### src/rtl/mbd_pkg.sv
// shared types and constants for the multipart boundary deframer
package mbd_pkg;

  localparam int MAX_TOKEN  = 70;
  localparam int PREFIX_LEN = 4;
  localparam int WIN_DEPTH  = MAX_TOKEN + PREFIX_LEN;

  localparam int CNT_W     = $clog2(WIN_DEPTH + 1);
  localparam int TCNT_W    = $clog2(MAX_TOKEN + 1);
  localparam int TOK_IDX_W = $clog2(MAX_TOKEN);

  localparam logic [7:0] CHAR_CR = 8'h0D;
  localparam logic [7:0] CHAR_LF = 8'h0A;
  localparam logic [7:0] BND_PREFIX [PREFIX_LEN] = '{8'h0D, 8'h0A, 8'h2D, 8'h2D};

  typedef enum logic [1:0] {
    OP_CLEAR = 2'd0,
    OP_TOKEN = 2'd1,
    OP_BODY  = 2'd2,
    OP_END   = 2'd3
  } op_t;

  typedef enum logic [1:0] {
    KIND_DATA     = 2'd0,
    KIND_COMPLETE = 2'd1,
    KIND_NOBOUND  = 2'd2,
    KIND_TOOLONG  = 2'd3
  } kind_t;

  typedef enum logic [1:0] {
    PH_HEADER = 2'd0,
    PH_DATA   = 2'd1,
    PH_DONE   = 2'd2
  } phase_t;

  typedef struct packed {
    kind_t      kind;
    logic [7:0] out_byte;
  } out_item_t;

  typedef struct packed {
    logic      valid;
    out_item_t item;
  } res_t;

endpackage

### src/rtl/mbd_stream_if.sv
// stream interfaces for body items and result items
interface mbd_item_if;
  logic       valid;
  logic       ready;
  logic [1:0] op;
  logic [7:0] data_byte;

  modport source (output valid, output op, output data_byte, input ready);
  modport sink   (input valid, input op, input data_byte, output ready);
endinterface

interface mbd_result_if;
  logic       valid;
  logic       ready;
  logic [1:0] kind;
  logic [7:0] out_byte;

  modport source (output valid, output kind, output out_byte, input ready);
  modport sink   (input valid, input kind, input out_byte, output ready);
endinterface

### src/rtl/multipart_boundary_deframer.sv
// top level: input register, deframer core and result queue
// a result passes the input register and then the result queue on its way out
// throughput: one input transaction per cycle while the result queue has room
// a stalled result port keeps intake going until the two-entry result queue and the input stage are full
// reset: synchronous active-high rst clears phase, counts, input stage and queue
// token store and window payload are not reset; only filled entries are compared
module multipart_boundary_deframer (
  input logic          clk,
  input logic          rst,
  mbd_item_if.sink     item,
  mbd_result_if.source result
);
  import mbd_pkg::*;

  // input register stage
  logic       stg_valid;
  op_t        stg_op;
  logic [7:0] stg_byte;

  // handshake between stage, core and queue
  logic       room;
  logic       fire;
  logic       accept;
  logic       pop;
  logic       head_valid;
  out_item_t  head_data;
  res_t       core_res;

  // the staged item moves through the core whenever the queue can take a result
  assign fire       = stg_valid && room;
  assign item.ready = !stg_valid || room;
  assign accept     = item.valid && item.ready;

  always_ff @(posedge clk) begin
    if (rst) begin
      stg_valid <= 1'b0;
    end else if (accept) begin
      stg_valid <= 1'b1;
    end else if (fire) begin
      stg_valid <= 1'b0;
    end
  end

  // payload of the stage, loaded on each accepted transaction
  always_ff @(posedge clk) begin
    if (accept) begin
      stg_op   <= op_t'(item.op);
      stg_byte <= item.data_byte;
    end
  end

  // core: header scan, token append, window shift and boundary compare
  mbd_core u_core (
    .clk       (clk),
    .rst       (rst),
    .fire      (fire),
    .op        (stg_op),
    .data_byte (stg_byte),
    .res       (core_res)
  );

  // result queue acts as the result register plus skid entry
  assign pop = head_valid && result.ready;

  mbd_out_q u_out_q (
    .clk        (clk),
    .rst        (rst),
    .push       (core_res.valid),
    .push_data  (core_res.item),
    .pop        (pop),
    .room       (room),
    .head_valid (head_valid),
    .head_data  (head_data)
  );

  assign result.valid    = head_valid;
  assign result.kind     = head_data.kind;
  assign result.out_byte = head_data.out_byte;

endmodule

### src/rtl/mbd_core.sv
// header scan, token store, boundary window and parallel compare
module mbd_core (
  input  logic          clk,
  input  logic          rst,
  input  logic          fire,
  input  mbd_pkg::op_t  op,
  input  logic [7:0]    data_byte,
  output mbd_pkg::res_t res
);
  import mbd_pkg::*;

  phase_t            phase;
  logic [1:0]        crlf_progress;
  logic [7:0]        token_store [MAX_TOKEN];
  logic [TCNT_W-1:0] token_count;
  logic [7:0]        window [WIN_DEPTH];
  logic [CNT_W-1:0]  window_fill;

  logic [7:0]        win_ins [WIN_DEPTH];
  logic [7:0]        win_shift [WIN_DEPTH];
  logic [7:0]        bnd [WIN_DEPTH];
  logic [WIN_DEPTH-1:0] hit;
  logic [CNT_W-1:0]  blen;
  logic              full;
  logic              match;
  logic              tok_full;
  logic [7:0]        hdr_expect;

  assign blen       = CNT_W'(PREFIX_LEN) + CNT_W'(token_count);
  assign full       = (window_fill + CNT_W'(1)) >= blen;
  assign match      = &hit;
  assign tok_full   = token_count >= TCNT_W'(MAX_TOKEN);
  assign hdr_expect = crlf_progress[0] ? CHAR_LF : CHAR_CR;

  for (genvar i = 0; i < WIN_DEPTH; i++) begin : g_win
    if (i < PREFIX_LEN) begin : g_pre
      assign bnd[i] = BND_PREFIX[i];
    end else begin : g_tok
      assign bnd[i] = token_store[i-PREFIX_LEN];
    end
    if (i < WIN_DEPTH - 1) begin : g_sh
      assign win_shift[i] = win_ins[i+1];
    end else begin : g_last
      assign win_shift[i] = 8'd0;
    end
    // new byte lands at the fill position
    assign win_ins[i] = (window_fill == CNT_W'(i)) ? data_byte : window[i];
    // positions beyond the boundary length do not take part
    assign hit[i] = (win_ins[i] == bnd[i]) || (CNT_W'(i) >= blen);
  end

  always_comb begin
    res = '{valid: 1'b0, item: '{kind: KIND_DATA, out_byte: 8'd0}};
    if (fire) begin
      unique case (op)
        OP_CLEAR: ;
        OP_TOKEN: begin
          if (tok_full) begin
            res.valid     = 1'b1;
            res.item.kind = KIND_TOOLONG;
          end
        end
        OP_END: begin
          if (phase == PH_HEADER || phase == PH_DATA) begin
            res.valid     = 1'b1;
            res.item.kind = KIND_NOBOUND;
          end
        end
        OP_BODY: begin
          if (phase == PH_DATA && full) begin
            res.valid = 1'b1;
            if (match) begin
              res.item.kind = KIND_COMPLETE;
            end else begin
              res.item.kind     = KIND_DATA;
              res.item.out_byte = win_ins[0];
            end
          end
        end
      endcase
    end
  end

  always_ff @(posedge clk) begin
    if (rst) begin
      phase         <= PH_HEADER;
      crlf_progress <= 2'd0;
      token_count   <= '0;
      window_fill   <= '0;
    end else if (fire) begin
      unique case (op)
        OP_CLEAR: begin
          phase         <= PH_HEADER;
          crlf_progress <= 2'd0;
          token_count   <= '0;
          window_fill   <= '0;
        end
        OP_TOKEN: begin
          if (!tok_full) begin
            token_count <= token_count + TCNT_W'(1);
          end
        end
        OP_END: ;
        OP_BODY: begin
          if (phase == PH_HEADER) begin
            if (data_byte == hdr_expect) begin
              if (crlf_progress == 2'd3) begin
                crlf_progress <= 2'd0;
                phase         <= PH_DATA;
              end else begin
                crlf_progress <= crlf_progress + 2'd1;
              end
            end else begin
              crlf_progress <= (data_byte == CHAR_CR) ? 2'd1 : 2'd0;
            end
          end else if (phase == PH_DATA) begin
            if (!full) begin
              window_fill <= window_fill + CNT_W'(1);
            end else if (match) begin
              phase <= PH_DONE;
            end
            // on release the fill count stays: one in, one out
          end
        end
      endcase
    end
  end

  // window contents above the fill count are never compared, so no clearing
  always_ff @(posedge clk) begin
    if (fire && op == OP_BODY && phase == PH_DATA) begin
      if (!full) begin
        window <= win_ins;
      end else if (!match) begin
        window <= win_shift;
      end
    end
  end

  always_ff @(posedge clk) begin
    if (fire && op == OP_TOKEN && !tok_full) begin
      token_store[token_count[TOK_IDX_W-1:0]] <= data_byte;
    end
  end

endmodule

### src/rtl/mbd_out_q.sv
// two-entry result queue that decouples the core from the result stall
module mbd_out_q (
  input  logic               clk,
  input  logic               rst,
  input  logic               push,
  input  mbd_pkg::out_item_t push_data,
  input  logic               pop,
  output logic               room,
  output logic               head_valid,
  output mbd_pkg::out_item_t head_data
);
  import mbd_pkg::*;

  out_item_t  mem [2];
  logic       wr_ptr;
  logic       rd_ptr;
  logic [1:0] count;

  assign room       = count != 2'd2;
  assign head_valid = count != 2'd0;
  assign head_data  = mem[rd_ptr];

  always_ff @(posedge clk) begin
    if (rst) begin
      wr_ptr <= 1'b0;
      rd_ptr <= 1'b0;
      count  <= 2'd0;
    end else begin
      if (push) wr_ptr <= ~wr_ptr;
      if (pop)  rd_ptr <= ~rd_ptr;
      unique case ({push, pop})
        2'b10:   count <= count + 2'd1;
        2'b01:   count <= count - 2'd1;
        default: count <= count;
      endcase
    end
  end

  always_ff @(posedge clk) begin
    if (push) mem[wr_ptr] <= push_data;
  end

endmodule

### src/flat_wrapper.sv
// flat-port wrapper written by rule: the top's interface ports become plain ports
module multipart_boundary_deframer_flat import mbd_pkg::*;
  (clk, rst, item_valid, item_op, item_data_byte, item_ready, result_valid, result_kind, result_out_byte, result_ready);
  mbd_item_if item_i ();
  mbd_result_if result_i ();
  input logic clk;
  input logic rst;
  input wire logic [$bits(item_i.valid)-1:0] item_valid;
  input wire logic [$bits(item_i.op)-1:0] item_op;
  input wire logic [$bits(item_i.data_byte)-1:0] item_data_byte;
  output wire logic [$bits(item_i.ready)-1:0] item_ready;
  output wire logic [$bits(result_i.valid)-1:0] result_valid;
  output wire logic [$bits(result_i.kind)-1:0] result_kind;
  output wire logic [$bits(result_i.out_byte)-1:0] result_out_byte;
  input wire logic [$bits(result_i.ready)-1:0] result_ready;
  assign item_i.valid = item_valid;
  assign item_i.op = item_op;
  assign item_i.data_byte = item_data_byte;
  assign item_ready = item_i.ready;
  assign result_valid = result_i.valid;
  assign result_kind = result_i.kind;
  assign result_out_byte = result_i.out_byte;
  assign result_i.ready = result_ready;
  multipart_boundary_deframer u_core (.clk(clk), .rst(rst), .item(item_i), .result(result_i));
endmodule
### config.mk
export PLATFORM = sky130hd
export DESIGN_NAME = multipart_boundary_deframer_flat
export DESIGN_NICKNAME = d
export VERILOG_FILES = /design/src/rtl/mbd_pkg.sv /design/src/rtl/mbd_stream_if.sv /design/src/rtl/multipart_boundary_deframer.sv /design/src/rtl/mbd_core.sv /design/src/rtl/mbd_out_q.sv /design/src/flat_wrapper.sv
export SDC_FILE = /design/constraint.sdc
export NUM_CORES = 2
export LEC_CHECK = 0
export ABC_AREA = 1
export BUFFER_PORTS_ARGS = -buffer_cell sky130_fd_sc_hd__buf_2
export CAP_MARGIN = 20
export CORE_MARGIN = 2
export CORE_UTILIZATION = 40
export DETAILED_ROUTE_END_ITERATION = 8
export PLACE_DENSITY = 0.52
export SKIP_LAST_GASP = 1
export SLEW_MARGIN = 20
export SYNTH_ARGS = -nofsm -noshare
export SYNTH_HDL_FRONTEND = slang
export SYNTH_SLANG_ARGS = --single-unit
### constraint.sdc
create_clock -name clk -period 36.8 [get_ports clk]
set_clock_uncertainty 0.15 [all_clocks]
set_input_delay 5.52 -clock clk [delete_from_list [all_inputs] [get_ports clk]]
set_output_delay 5.52 -clock clk [all_outputs]
set_load 0.05 [all_outputs]
==> impl_metrics.ini <==
[floorplan]
die_area_um2 = 166000
io_pins = 26
core_um2 = 162000
die_w_um = 408
initial_core_util_pct = 40.2
rows = 148
die_y_um = 408

[clock_network]
cts_buffers = 146
ctsLongestPathBuffers = 3
post_cts_buffers = 0
cts-resized-gates = 0
cts_tree = yes
clock-sinks = 1206
clk_pin_slew_ps = 60
hold_buffers = 0
cts_root_buf = clkbuf_16
h-tree-depth = 4
insertion_delay_ps = 800

[logic_synthesis]
netlist_area_um2 = 65100
post_synth_inst_count = 7968
yosys_register_bits = 1206
synth_area_leaders = edfxtp_1 (54%), nand2_1 (20%), o21ai_0 (5.7%)
synthArstFlopShare_pct = 0
syn_area_per_cell_um2 = 8.18
synth_top_area_share_pct = 54.5
syn-num-nets = 8003
synth_edf_count = 1182
yosysWarnings = 0
synth-seq-area-share_pct = 55.2
ys_types = 46
synth_top_cell_by_area = edfxtp_1
synth-main-ff-cell = edfxtp_1

[global_routing]
grt_max_degree = 211
grtUsageTotal_pct = 26.3
grt-ovfl-total = 0
antenna_found_initial = 10
grt_pass1_wl_um = 328000
grt_pass1_vias = 50526

[sta]
finalSetupViolations = 0
layout_worst_path_cycle_share_pct = 22.1
finalCriticalPeriod_ps = 8130
rsz0062_at_grt = false
worstMarginPinSlew_ps = 1300
fin_setup_tns_ps = 0
relSlewSlack_pct = 13.1
hold_violations = 0
fmax_ghz = 0.123
maxSlewViolCount = 0

[finish]
areaGrowthSynthToFinish_pct = 10.6
multi_input_area_um2 = 25100
layout_commonest_cell = nand2_1
n_fill_cell = 16065
final_layout_size_suffix_gt1_share_pct = 4.67
utilization_pct = 44.4
mostFrequentLayoutCells = nand2_1 (3,492), edfxtp_1 (1,182), inv_1 (756), o21ai_0 (739), nand3_1 (433)
seqCellArea_um2 = 36000
nets = 7958

[place]
place_congestion = 0.926
dp_hpwl_um = 146000
port_buffers = 25

[worst_setup_path]
path_cells = ha_1 > nand2_1 > inv_1 > nand2_1 > nand2_1 > nand2_1 > nand2_1 > inv_1 > nor2_1 > inv_1 > a21oi_1 > nand2_1 > nand2_1 > inv_1 > nand2_1 > nor2_1 > nand2_1 > nor2_1 > nand2_2 > inv_2 > a21oi_4 > buf_12 > buf_4 > buf_4
cp_slowest_cell = buf_4
criticalPathCategory = flop to flop
start_kind = flop
rrSetupSlack_ps = 28670
cpMostUsedCell = nand2_1
cp.buffers_inverters = 8
critical_path.top_delay_family = buffers and inverters
cp-startpoint = u_core.u_core.token_count[2]$_SDFFE_PP0P_
path_max_fanout = 155
endpoint = u_core.u_core.window[160]$_DFFE_PP_
cp-end-kind = flop
crit_required_ps = 37040
cp.depth = 24
max_stage_delay_ps = 880
r2r_start = u_core.u_core.token_count[2]$_SDFFE_PP0P_
reg2reg_to = u_core.u_core.window[160]$_DFFE_PP_
reg2regPathDepth = 24
cp_data_arrival_time_ps = 8370

[detailed_routing]
drt_iter0_drc = 4832
vias = 53790
dr.pass1.iters = 6
vias_per_cell = 5.27
avgRoutedWirePerCell_um = 21.8
detail-route-antenna-nets = 0
totalWireLength_um = 223000
route.detailed.drc = 0

[power_and_ir_drop]
p_int_mw = 2.36
powerDensity_nw_per_um2 = 44.0
pwr-share-comb_pct = 7.7
p_leak_nw = 30.6
clockPowerShare_pct = 43.9
switchingPower_mw = 0.806
share_seq_of_total_power_pct = 48.4
switching_share_pct = 25.4
vdd_drop_max_mv = 0.0441

[worst_hold_path]
hp-class = flop to flop

[run]
cap_violations = 0

[status]
status = finished clean
power groups by stage:
stage	sequential [mW]	clock [mW]	combinational (mW)
2_1_floorplan	1.57	0	0.143
3_3_place_gp	1.56	0	0.242
3_5_place_dp	1.56	0	0.244
4_1_cts	1.53	1.42	0.244
5_1_grt	1.53	1.47	0.268
6_report	1.53	1.39	0.243
kinds of logic (layout without fill, tap and decap cells):
family                   count (synthesis)  in the layout  share of synthesized area [%]
AO/OA/AOI/OAI                          914            914                           7.35
buffers and inverters                 1069           1138                           6.32
AND/OR/NAND/NOR                       4673           4673                           29.5
XOR/XNOR                                66             66                          0.887
flip-flops                            1206           1206                           55.2
adder cells (fa/ha/maj)                 21             21                          0.403
other                                    0              2                              0
multiplexers                            19             19                          0.311
stage by stage:
step	std cells	power, mW	worst slack, ps	hold slack (ps)	cell area [um^2]
5_1_grt	10212	3.27	28540	332	72100
3_5_place_dp	9949	1.81	28960	303	67500
2_1_floorplan	7968	1.71	3620	276	65100
6_report	10214	3.17	28670	319	72100
4_1_cts	10211	3.19	28930	314	72000
3_3_place_gp	9949	1.80	28940	294	67500
worst register-to-register path, delay by kind of cell (launching register included):
family	cells	cell delay [ps]
compound gates	2	350
fa+ha+maj	1	440
buf+inv	8	3500
flops	1	790
simple gates	13	2440
cell type report:
type,instances,area share [%]
Clock buffer,174,5.22
Timing Repair Buffer,104,1.15
Antenna cell,2,0.00695
Multi-Input combinational cell,5693,34.8
Tap cell,2175,3.78
Clock inverter,88,1.04
Inverter,772,4.03
Sequential cell,1206,49.9
cell usage after synthesis (all sizes together) (16+ instances only):
master / n
a21oi: 55
a31oi: 60
buf: 75
clkbuf: 222
dfxtp: 24
edfxtp: 1182
ha: 21
inv: 766
nand2: 3503
nand3: 437
nand3b: 253
nor2: 441
nor3: 16
o211ai: 28
o21ai: 748
xnor2: 43
xor2: 23
flip-flops by register name, indices dropped and copies added, names as in the netlist, named ones only:
register / flops
u_core.u_core.crlf_progress: 2
u_core.u_core.window_fill: 7
u_core.u_out_q.mem: 20
u_core.u_core.window: 592
u_core.stg_byte: 8
u_core.u_out_q.count: 2
u_core.u_core.token_count: 7
u_core.stg_valid: 1
u_core.u_core.phase: 2
u_core.u_out_q.wr_ptr: 1
u_core.u_out_q.rd_ptr: 1
u_core.u_core.token_store: 560
u_core.stg_op: 2
worst min-delay path by stage:
stage / start / to / slack, ps / cells after the start
detailed placement: u_core.u_out_q.rd_ptr$_SDFFE_PP0P_ / u_core.u_out_q.rd_ptr$_SDFFE_PP0P_ / 300 / 1
CTS: u_core.u_out_q.rd_ptr$_SDFFE_PP0P_ / u_core.u_out_q.rd_ptr$_SDFFE_PP0P_ / 310 / 1
floorplan: u_core.u_out_q.rd_ptr$_SDFFE_PP0P_ / flop / 280 / 1
finish: u_core.u_out_q.rd_ptr$_SDFFE_PP0P_ / u_core.u_out_q.rd_ptr$_SDFFE_PP0P_ / 320 / 1
global placement: u_core.u_out_q.rd_ptr$_SDFFE_PP0P_ / u_core.u_out_q.rd_ptr$_SDFFE_PP0P_ / 290 / 1
global route: u_core.u_out_q.rd_ptr$_SDFFE_PP0P_ / u_core.u_out_q.rd_ptr$_SDFFE_PP0P_ / 330 / 1
metal layers:
metal  global-route usage (%)  up-vias  share of wire, %
li1                         -    26121                 -
met1                     36.7    25730                45
met2                     42.4     1620                46
met3                     3.46      315               6.0
met4                     8.36        4               3.1
met5                        0        -            0.0099
No activity file was read; power rests on OpenSTA's default activity.
